`src/rtl/static_huffman_byte_decoder_core_macros.svh`:
```
// ----------------------------------------------------------------------------
// Static Huffman byte decoder - assertion macros
// Shared concurrent assertion forms, clocked on clk_i, off during reset.
// ----------------------------------------------------------------------------
`ifndef STATIC_HUFFMAN_BYTE_DECODER_CORE_MACROS_SVH
`define STATIC_HUFFMAN_BYTE_DECODER_CORE_MACROS_SVH

// Property checked at every clock edge.
`define SHBD_ASSERT(lbl, prop, msg) \
  lbl: assert property (@(posedge clk_i) disable iff (!rst_ni) (prop)) \
    else $error(msg);

// Consequent must hold in the cycle after the antecedent.
`define SHBD_ASSERT_NEXT(lbl, ante, cons, msg) \
  lbl: assert property (@(posedge clk_i) disable iff (!rst_ni) (ante) |=> (cons)) \
    else $error(msg);

`endif

```
`src/rtl/shbd_pkg.sv`:
```
// ----------------------------------------------------------------------------
// shbd_pkg
// Types, constants and the code ROM of the static Huffman byte decoder.
// ----------------------------------------------------------------------------
package shbd_pkg;

  localparam int MinCodeBits    = 2;
  localparam int MaxCodeBits    = 11;
  localparam int WindowBits     = 18;
  localparam int ResultCap      = 10;
  localparam int HeldW          = $clog2(WindowBits + 1);
  localparam int LenW           = $clog2(MaxCodeBits + 1);
  localparam int CountW         = $clog2(ResultCap + 1);
  localparam int AddrW          = 3;
  localparam logic [7:0] EndMarkerReset = 8'd4;
  localparam logic [AddrW-3:0] RegEndMarker = '0;

  typedef enum logic [1:0] {
    StatusSymbol  = 2'd0,
    StatusEnd     = 2'd1,
    StatusInvalid = 2'd2
  } status_e;

  // Outcome of one match attempt on the window.
  typedef enum logic [1:0] {
    KindPause   = 2'd0,
    KindHit     = 2'd1,
    KindInvalid = 2'd2
  } kind_e;

  typedef struct packed {
    logic load;    // take the accepted byte into the window
    logic step;    // commit the current match result
    logic finish;  // close the run, release last beat
  } dp_cmd_t;

  typedef struct packed {
    logic  ended;
    logic  cap_hit;
    kind_e kind;
    logic  pend_valid;
    logic  out_free;
  } dp_status_t;

  typedef struct packed {
    logic       hit;
    logic       is_end;
    logic [7:0] sym;
  } rom_entry_t;

  function automatic rom_entry_t sym_hit(input logic [7:0] sym);
    rom_entry_t e;
    e.hit    = 1'b1;
    e.is_end = 1'b0;
    e.sym    = sym;
    return e;
  endfunction

  // Code ROM: code bits right aligned, looked up by length.
  function automatic rom_entry_t rom_lookup(input logic [LenW-1:0] len,
                                            input logic [MaxCodeBits-1:0] code);
    rom_entry_t e;
    e = '0;
    unique case (len)
      LenW'(2): begin
        unique case (code)
          11'h000: e = sym_hit(" ");
          11'h002: e = sym_hit("0");
          default: e = '0;
        endcase
      end
      LenW'(5): begin
        unique case (code)
          11'h01A: e = sym_hit(8'h0D);
          11'h01B: e = sym_hit(8'h0A);
          11'h00B: e = sym_hit("i");
          default: e = '0;
        endcase
      end
      LenW'(6): begin
        unique case (code)
          11'h010: e = sym_hit("p");
          11'h011: e = sym_hit("r");
          11'h014: e = sym_hit("E");
          11'h01C: e = sym_hit("1");
          11'h01E: e = sym_hit("m");
          11'h01F: e = sym_hit("a");
          11'h030: e = sym_hit("t");
          11'h031: e = sym_hit("o");
          11'h032: e = sym_hit("e");
          11'h03F: e = sym_hit("d");
          11'h03D: e = sym_hit("n");
          default: e = '0;
        endcase
      end
      LenW'(7): begin
        unique case (code)
          11'h074: e = sym_hit(">");
          11'h075: e = sym_hit("l");
          11'h076: e = sym_hit("I");
          11'h077: e = sym_hit("u");
          11'h073: e = sym_hit("4");
          11'h071: e = sym_hit("C");
          11'h079: e = sym_hit("_");
          11'h030: e = sym_hit("9");
          11'h031: e = sym_hit("D");
          11'h02A: e = sym_hit("2");
          11'h02B: e = sym_hit("A");
          11'h033: e = sym_hit("T");
          11'h034: e = sym_hit("f");
          11'h035: e = sym_hit("s");
          11'h037: e = sym_hit("M");
          11'h03B: e = sym_hit("3");
          default: e = '0;
        endcase
      end
      LenW'(8): begin
        unique case (code)
          11'h0FB: e = sym_hit(":");
          11'h0F8: e = sym_hit("h");
          11'h0F9: e = sym_hit("8");
          11'h0E0: e = sym_hit("N");
          11'h0E1: e = sym_hit("R");
          11'h0E4: e = sym_hit("B");
          11'h0E5: e = sym_hit("v");
          11'h0F0: e = sym_hit("c");
          11'h049: e = sym_hit("H");
          11'h04C: e = sym_hit("G");
          11'h04D: e = sym_hit("y");
          11'h04E: e = sym_hit("L");
          11'h04F: e = sym_hit("x");
          11'h064: e = sym_hit("w");
          11'h065: e = sym_hit("U");
          11'h06C: e = sym_hit("S");
          11'h06D: e = sym_hit("b");
          11'h074: e = sym_hit("5");
          11'h0CC: e = sym_hit("z");
          11'h0CD: e = sym_hit("P");
          11'h0CF: e = sym_hit("O");
          default: e = '0;
        endcase
      end
      LenW'(9): begin
        unique case (code)
          11'h090: e = sym_hit("Z");
          11'h091: e = sym_hit("Y");
          11'h094: e = sym_hit("Q");
          11'h095: e = sym_hit("K");
          11'h096: e = sym_hit("X");
          11'h097: e = sym_hit("W");
          11'h0EA: e = sym_hit("7");
          11'h0EB: e = sym_hit("k");
          11'h19D: e = sym_hit("V");
          11'h1E2: e = sym_hit("j");
          11'h1E3: e = sym_hit("F");
          default: e = '0;
        endcase
      end
      LenW'(10): begin
        unique case (code)
          11'h3E8: e = sym_hit("g");
          11'h3E9: e = sym_hit("6");
          11'h3EA: e = sym_hit("J");
          11'h3EB: e = sym_hit("q");
          11'h338: e = sym_hit("-");
          default: e = '0;
        endcase
      end
      LenW'(11): begin
        unique case (code)
          11'h672: e = sym_hit(".");
          11'h673: begin
            e.hit    = 1'b1;
            e.is_end = 1'b1;
            e.sym    = 8'h00;
          end
          default: e = '0;
        endcase
      end
      default: e = '0;
    endcase
    return e;
  endfunction

endpackage

```
`src/rtl/shbd_ctrl.sv`:
```
// ----------------------------------------------------------------------------
// shbd_ctrl
// Sequencer: takes a byte, steps the match unit, closes the run.
// ----------------------------------------------------------------------------
module shbd_ctrl (
  input  logic                 clk_i,
  input  logic                 rst_ni,
  input  logic                 in_valid_i,
  input  shbd_pkg::dp_status_t status_i,
  output logic                 in_stall_o,
  output shbd_pkg::dp_cmd_t    cmd_o
);
  import shbd_pkg::*;

  typedef enum logic [1:0] {
    StIdle  = 2'b01,
    StMatch = 2'b10
  } state_e;

  state_e state_q, state_d;
  logic   can_move;
  logic   more;

  // a pending beat may only move when the output register is free
  assign can_move = !status_i.pend_valid || status_i.out_free;
  assign more     = !status_i.ended && !status_i.cap_hit && (status_i.kind != KindPause);

  always_comb begin
    state_d    = state_q;
    cmd_o      = '0;
    in_stall_o = 1'b1;
    unique case (state_q)
      StIdle: begin
        in_stall_o = 1'b0;
        if (in_valid_i) begin
          cmd_o.load = 1'b1;
          state_d    = StMatch;
        end
      end
      StMatch: begin
        if (can_move) begin
          if (more) begin
            cmd_o.step = 1'b1;
          end else begin
            cmd_o.finish = 1'b1;
            state_d      = StIdle;
          end
        end
      end
      default: state_d = StIdle;
    endcase
  end

  always_ff @(posedge clk_i or negedge rst_ni) begin
    if (!rst_ni) begin
      state_q <= StIdle;
    end else begin
      state_q <= state_d;
    end
  end

endmodule

```
`src/rtl/shbd_dp.sv`:
```
// ----------------------------------------------------------------------------
// shbd_dp
// Bit window, code match unit, pending beat and output register.
// ----------------------------------------------------------------------------
`include "static_huffman_byte_decoder_core_macros.svh"

module shbd_dp (
  input  logic                 clk_i,
  input  logic                 rst_ni,
  input  shbd_pkg::dp_cmd_t    cmd_i,
  input  logic [7:0]           in_byte_i,
  input  logic                 final_byte_i,
  input  logic [7:0]           end_marker_i,
  input  logic                 out_stall_i,
  output shbd_pkg::dp_status_t status_o,
  output logic                 out_valid_o,
  output logic [7:0]           symbol_o,
  output logic [1:0]           status_out_o,
  output logic                 last_of_run_o
);
  import shbd_pkg::*;

  logic [WindowBits-1:0] window_q, window_d;
  logic [HeldW-1:0]      held_q, held_d;
  logic                  ended_q, ended_d;
  logic                  final_q;
  logic [CountW-1:0]     count_q;
  logic                  pend_valid_q, pend_valid_d;
  logic [7:0]            pend_sym_q;
  status_e               pend_status_q;
  logic                  out_valid_q;
  logic [7:0]            out_sym_q;
  status_e               out_status_q;
  logic                  out_last_q;

  logic [WindowBits-1:0] aligned;
  rom_entry_t            entry_arr [MinCodeBits:MaxCodeBits];
  logic [MaxCodeBits:MinCodeBits] avail;
  rom_entry_t            sel;
  logic [LenW-1:0]       sel_len;
  logic                  any_hit;
  kind_e                 kind;
  logic [HeldW-1:0]      rem_held;
  logic [WindowBits-1:0] keep_mask;
  logic                  out_free;
  logic                  out_push;
  logic                  push_last;
  logic [7:0]            new_sym;
  status_e               new_status;

  // left-align the window so every code length reads from the top bits
  assign aligned = window_q << (HeldW'(WindowBits) - held_q);

  for (genvar g = MinCodeBits; g <= MaxCodeBits; g++) begin : g_len
    assign entry_arr[g] = rom_lookup(LenW'(g), MaxCodeBits'(aligned[WindowBits-1 -: g]));
    assign avail[g]     = held_q >= HeldW'(g);
  end

  // shortest available match wins
  always_comb begin
    sel     = '0;
    sel_len = '0;
    any_hit = 1'b0;
    for (int l = MaxCodeBits; l >= MinCodeBits; l--) begin
      if (avail[l] && entry_arr[l].hit) begin
        sel     = entry_arr[l];
        sel_len = LenW'(l);
        any_hit = 1'b1;
      end
    end
  end

  always_comb begin
    if (any_hit) begin
      kind = KindHit;
    end else if (held_q >= HeldW'(MaxCodeBits)) begin
      kind = KindInvalid;
    end else begin
      kind = KindPause;
    end
  end

  assign rem_held = held_q - HeldW'(sel_len);

  always_comb begin
    for (int i = 0; i < WindowBits; i++) begin
      keep_mask[i] = HeldW'(i) < rem_held;
    end
  end

  always_comb begin
    if (kind == KindInvalid) begin
      new_sym    = 8'h00;
      new_status = StatusInvalid;
    end else if (sel.is_end) begin
      new_sym    = end_marker_i;
      new_status = StatusEnd;
    end else begin
      new_sym    = sel.sym;
      new_status = StatusSymbol;
    end
  end

  assign out_free  = !out_valid_q || !out_stall_i;
  assign out_push  = pend_valid_q && (cmd_i.step || cmd_i.finish);
  assign push_last = cmd_i.finish;

  assign status_o.ended      = ended_q;
  assign status_o.cap_hit    = count_q == CountW'(ResultCap);
  assign status_o.kind       = kind;
  assign status_o.pend_valid = pend_valid_q;
  assign status_o.out_free   = out_free;

  // window and message state
  always_comb begin
    window_d     = window_q;
    held_d       = held_q;
    ended_d      = ended_q;
    pend_valid_d = pend_valid_q;
    if (cmd_i.load && !ended_q) begin
      window_d = {window_q[WindowBits-9:0], in_byte_i};
      held_d   = held_q + HeldW'(8);
    end
    if (cmd_i.step) begin
      pend_valid_d = 1'b1;
      if (kind == KindInvalid) begin
        window_d = '0;
        held_d   = '0;
      end else begin
        window_d = window_q & keep_mask;
        held_d   = rem_held;
        ended_d  = sel.is_end;
      end
    end
    if (cmd_i.finish) begin
      pend_valid_d = 1'b0;
      if (final_q) begin
        window_d = '0;
        held_d   = '0;
        ended_d  = 1'b0;
      end
    end
  end

  always_ff @(posedge clk_i or negedge rst_ni) begin
    if (!rst_ni) begin
      window_q     <= '0;
      held_q       <= '0;
      ended_q      <= 1'b0;
      final_q      <= 1'b0;
      count_q      <= '0;
      pend_valid_q <= 1'b0;
      out_valid_q  <= 1'b0;
    end else begin
      window_q     <= window_d;
      held_q       <= held_d;
      ended_q      <= ended_d;
      pend_valid_q <= pend_valid_d;
      if (cmd_i.load) begin
        final_q <= final_byte_i;
        count_q <= '0;
      end else if (cmd_i.step) begin
        count_q <= count_q + CountW'(1);
      end
      if (out_push) begin
        out_valid_q <= 1'b1;
      end else if (!out_stall_i) begin
        out_valid_q <= 1'b0;
      end
    end
  end

  always_ff @(posedge clk_i) begin
    if (cmd_i.step) begin
      pend_sym_q    <= new_sym;
      pend_status_q <= new_status;
    end
    if (out_push) begin
      out_sym_q    <= pend_sym_q;
      out_status_q <= pend_status_q;
      out_last_q   <= push_last;
    end
  end

  assign out_valid_o   = out_valid_q;
  assign symbol_o      = out_sym_q;
  assign status_out_o  = out_status_q;
  assign last_of_run_o = out_last_q;

  `SHBD_ASSERT(a_held_range, held_q <= HeldW'(WindowBits), "bits held exceeds window")
  `SHBD_ASSERT(a_no_overwrite, !out_push || out_free, "output beat overwritten while stalled")
  `SHBD_ASSERT(a_count_cap, count_q <= CountW'(ResultCap), "result count beyond cap")
  `SHBD_ASSERT_NEXT(a_finish_flush, cmd_i.finish, !pend_valid_q, "pending beat left after run")
  `SHBD_ASSERT(a_step_needs_room, !cmd_i.step || !ended_q, "match step after end marker")

endmodule

```
`src/rtl/static_huffman_byte_decoder_core.sv`:
```
// ----------------------------------------------------------------------------
// static_huffman_byte_decoder_core
// Static Huffman decoder over packed bytes with an APB end-marker register.
// ----------------------------------------------------------------------------
// Packed code bytes enter MSB first and are appended to an 18-bit window.
// Codes of 2 to 11 bits are matched against a fixed ROM, shortest length
// first; each match sends out one beat with its symbol. A byte occupies the
// block until its run closes, releasing 0 to 10 beats: a load step takes
// the byte, the match unit (one ROM lookup per code length) resolves one
// code per cycle while the output side does not stall, and a closing step
// releases the final beat with last_of_run set. A beat is held one step
// before it leaves so its last_of_run flag is known. The end-marker
// code emits the end_marker_symbol register with status end; bytes are then
// ignored until one with final_byte set. A final byte clears the window and
// drops leftover bits. Eleven or more unmatched bits give one beat with
// status invalid and symbol zero, and the window clears. Register 0 at
// byte address 0 holds end_marker_symbol (reset 4); write it only while idle.
// ----------------------------------------------------------------------------
module static_huffman_byte_decoder_core (
  input  logic                       clk_i,
  input  logic                       rst_ni,
  // byte input channel
  input  logic                       in_valid_i,
  output logic                       in_stall_o,
  input  logic [7:0]                 in_byte_i,
  input  logic                       final_byte_i,
  // result channel
  output logic                       out_valid_o,
  input  logic                       out_stall_i,
  output logic [7:0]                 symbol_o,
  output logic [1:0]                 status_o,
  output logic                       last_of_run_o,
  // configuration port
  input  logic                       psel,
  input  logic                       penable,
  input  logic                       pwrite,
  input  logic [shbd_pkg::AddrW-1:0] paddr,
  input  logic [31:0]                pwdata,
  output logic [31:0]                prdata,
  output logic                       pready
);
  import shbd_pkg::*;

  logic [7:0] end_marker_sym_q;
  logic       reg_hit;
  logic       cfg_write;
  dp_cmd_t    cmd;
  dp_status_t dp_status;

  // register select: word index, byte offset ignored
  assign reg_hit   = paddr[AddrW-1:2] == RegEndMarker;
  assign cfg_write = psel && penable && pwrite;
  assign pready    = 1'b1;
  assign prdata    = reg_hit ? {24'h0, end_marker_sym_q} : 32'h0;

  always_ff @(posedge clk_i or negedge rst_ni) begin
    if (!rst_ni) begin
      end_marker_sym_q <= EndMarkerReset;
    end else begin
      if (cfg_write && reg_hit) begin
        end_marker_sym_q <= pwdata[7:0];
      end
    end
  end

  shbd_ctrl u_ctrl (
    .clk_i      (clk_i),
    .rst_ni     (rst_ni),
    .in_valid_i (in_valid_i),
    .status_i   (dp_status),
    .in_stall_o (in_stall_o),
    .cmd_o      (cmd)
  );

  shbd_dp u_dp (
    .clk_i         (clk_i),
    .rst_ni        (rst_ni),
    .cmd_i         (cmd),
    .in_byte_i     (in_byte_i),
    .final_byte_i  (final_byte_i),
    .end_marker_i  (end_marker_sym_q),
    .out_stall_i   (out_stall_i),
    .status_o      (dp_status),
    .out_valid_o   (out_valid_o),
    .symbol_o      (symbol_o),
    .status_out_o  (status_o),
    .last_of_run_o (last_of_run_o)
  );

endmodule

```
`config.mk`:
```
export PLATFORM = sky130hd
export DESIGN_NAME = static_huffman_byte_decoder_core
export DESIGN_NICKNAME = d
export VERILOG_FILES = /design/src/rtl/shbd_pkg.sv /design/src/rtl/shbd_ctrl.sv /design/src/rtl/shbd_dp.sv /design/src/rtl/static_huffman_byte_decoder_core.sv
export VERILOG_INCLUDE_DIRS = /design/src /design/src/rtl
export SDC_FILE = /design/constraint.sdc
export NUM_CORES = 1
export LEC_CHECK = 0
export BUFFER_PORTS_ARGS = -buffer_cell sky130_fd_sc_hd__buf_2
export CORE_MARGIN = 2
export CORE_UTILIZATION = 63
export CTS_CLUSTER_DIAMETER = 150
export DETAILED_ROUTE_END_ITERATION = 8
export HOLD_SLACK_MARGIN = 0.1
export MAX_ROUTING_LAYER = met4
export PLACE_DENSITY = 0.87
export SKIP_LAST_GASP = 1
export SLEW_MARGIN = 20
export SYNTH_ARGS = -nofsm -noshare
export SYNTH_HDL_FRONTEND = slang
export SYNTH_HIERARCHICAL = 1
export SYNTH_SLANG_ARGS = --single-unit
export TNS_END_PERCENT = 20
```
`constraint.sdc`:
```
create_clock -name clk_i -period 10.5 [get_ports clk_i]
set_input_delay 1.575 -clock clk_i [delete_from_list [all_inputs] [get_ports clk_i]]
set_output_delay 1.575 -clock clk_i [all_outputs]
set_load 0.05 [all_outputs]
```
==> out/metrics.cfg <==
[timing]
slew_headroom_pct=32.9
finalCriticalPeriod_ns=7.64
drv_slew=0
hold_viol_final=0
setup_tns_ns=0
rsz0062_at_grt=false
finalSetupViolCount=0
worst_pin_slew_ns=1.01
fmax_ghz=0.131
clock_skew_ns=0.0102
min_period_over_period_pct=72.8

[synthesis]
yosysWarnings=6
synthXorXnorAreaFrac_pct=2.17
synth_edf_count=21
synth_fa_ha_area_share_pct=2.68
ys_async_sr_fraction_pct=66.1
synth_compound_area_share_pct=25.0
synthCells=745
avgSynthCellArea_um2=8.52
yosys_register_bits=62
synthMuxAreaShare_pct=11.6
synth_ff_type=dfrtp_1
synth_top_family_by_area=compound AO/OA/AOI/OAI gates
synthDistinctLibCells=91
seq_area_frac_synth_pct=26.1
synthSimpleGateAreaFrac_pct=23.4
syn-cell-area_um2=6350

[detailed_routing]
drtIter0Drc=743
ant_nets=0
via_per_inst=6.80
first_pass_iters=5
drc=0
routedWlPerCell_um=21.1
num_vias=6068
wirelength_mm=18.9

[worst_setup_path]
slowest_stage=ha_1
crit_arrival_ns=7.87
path_class=reg2reg
crit_chain=buf_4 -> inv_1 -> ha_1 -> mux4_2 -> and2_1 -> a2111oi_4 -> or2_1 -> nor4_1 -> o21ai_1 -> nand3_1 -> a2bb2oi_2 -> nand4_2 -> nor3_2 -> nor2_1 -> nor3_1 -> and3_1 -> buf_4 -> nor2_1 -> nand2_1 -> o21ai_0 -> a22o_1
required_ns=10.72
crit_path_start_kind=register
cpPeakStageDelay_ns=0.94
endpoint_kind=register
critPathMaxFanout=41

[cts]
cts_buffers=9
cts_tree=done
clockRootBuffer=clkbuf_8
post-cts-setup-buffer-count=0
cts_resized=0
postCtsHoldBufs=0
clk_pin_slew_worst_paths_ns=0.07
clock_path_buffers=2
insertion_delay_ns=0.34
cts.sinks=62
htreeDepth=3

[grt]
antenna_found_initial=0
grt_pass1_wl_mm=30.4
grt_overflow_total=0
first_global_vias=5706
grt_max_degree=42
grtUsageTotal_pct=35.5

[run]
cap_violations=0

[floorplanning]
die_h_um=104
fp.dieW_um=104
initial_core_util_pct=64.9
coreArea_um2=9770
fp-row-count=36
pin_count=97
die_area_um2=10900

[placement]
gp_congestion=1.01
numPortBuffers=45
hpwl_mm=13.9
place_area_um2=6380

[finish]
nets=818
design_area_um2=6610
layout-drive-gt1-share_pct=20.2
n_antenna_cell=0
syn_to_final_growth_pct=4.10

[outcome]
status=finished clean

[min_path]
hold_class=reg2reg

layout by cell type (no fill, tap or decap), drive strengths merged, types with 5 or more instances in the layout:
master / synthesis / final
a211oi: 8 / 8
and3: 12 / 12
a32oi: 5 / 5
edfxtp: 21 / 21
nand3: 29 / 29
o22ai: 9 / 9
a21oi: 44 / 44
nand2b: 10 / 10
o31ai: 8 / 8
nor3: 22 / 22
ha: 12 / 12
mux2i: 12 / 12
o211ai: 13 / 13
o21a: 7 / 7
buf: 56 / 52
nor4: 8 / 8
mux4: 13 / 13
o21ai: 65 / 65
and2: 11 / 11
dfrtp: 39 / 39
a21o: 5 / 5
conb: 2 / 25
and2b: 8 / 8
inv: 16 / 17
or2: 7 / 7
nor2: 69 / 69
mux2: 29 / 29
nand4: 13 / 13
a22o: 15 / 15
a31oi: 13 / 13
xnor2: 10 / 10
clkbuf: 21 / 9
nand2: 69 / 69
state kept, by name (all words and copies together), names as in the netlist, 2 cells and up:
| name | cells |
|---|---|
| u_dp/status_out_o | 2 |
| u_dp/pend_status_q | 2 |
| u_dp/pend_sym_q | 8 |
| u_ctrl/state_q | 2 |
| u_dp/symbol_o | 8 |
| end_marker_sym_q | 8 |
| u_dp/count_q | 4 |
| u_dp/held_q | 5 |
| u_dp/window_q | 18 |
layout make-up:
type	count	area (µm²)
inverters	16	60.1
multi-input cells	613	4220
clock inverters	7	96.3
flip-flops and latches	62	1660
fillers	798	3170
repair buffers	52	278
clock buffers	9	124
well taps	133	166
metal layers:
metal / track usage (%) / wire, µm / vias to the layer above
met2: 55.0 / 8870 / 363
met4: 9.36 / 365 / 0
met5: - / 0 / -
met3: 7.33 / 1750 / 39
li1: - / - / 2783
met1: 47.7 / 7860 / 2883
worst max-delay path, delay by kind of cell, from the launching register on:
kind                     cells  cell delay, ns
AND/OR/NAND/NOR             11            3.26
AO/OA/AOI/OAI                5            1.63
buffers and inverters        3            0.94
adder cells (fa/ha/maj)      1            0.94
multiplexers                 1            0.41
flip-flops                   1            0.33
worst paths after layout:
kind,depth (start not counted),from,to,slack (ns)
worst max-delay path,21,u_dp/held_q[0],u_dp/window_q[4],2.86
worst min register to register,0,u_dp/pend_sym_q[1],u_dp/symbol_o[1],0.43
worst min-delay path,0,u_dp/pend_sym_q[1],u_dp/symbol_o[1],0.43
max in group asynchronous,1,rst_ni,u_dp/held_q[4],8.56
worst max register to register,21,u_dp/held_q[0],u_dp/window_q[4],2.86
min in group asynchronous,1,rst_ni,u_dp/count_q[0],1.37
cell families after synthesis:
family / Yosys count
muxes: 54
adders and majority gates: 13
AOI/OAI and AO/OA: 229
DFF: 62
other: 2
xor gates and xnor gates: 14
and+or+nand+nor: 278
buffers and inverters: 93
synth_stat cells, types with 13 or more instances:
cell type  count  area [µm²]
a21oi_1       43         215
a22o_1        15         131
buf_4         35         263
clkbuf_1      21        78.8
dfrtp_1       39         976
edfxtp_1      21         631
inv_1         16        60.1
mux2_2        19         214
mux4_2        13         293
nand2_1       67         251
nand3_1       28         140
nor2_1        62         233
nor3_1        19        95.1
o211ai_1      13        97.6
o21ai_0       50         250
o21ai_1       14        70.1
stage by stage:
step | hold WS (ns) | utilization, % | setup WS [ns] | std cells
3_5_place_dp | 0.407 | 65.2 | 2.88 | 876
5_1_grt | 0.433 | 67.6 | 2.40 | 892
3_3_place_gp | 0.402 | 65.2 | 3.10 | 876
6_report | 0.431 | 67.6 | 2.86 | 892
2_1_floorplan | 0.400 | - | 4.72 | 768
4_1_cts | 0.428 | 67.5 | 2.78 | 892
Power is left out: the tool's default activity adds up to more than one toggle a clock period on the data nets, which glitch-free logic cannot reach.
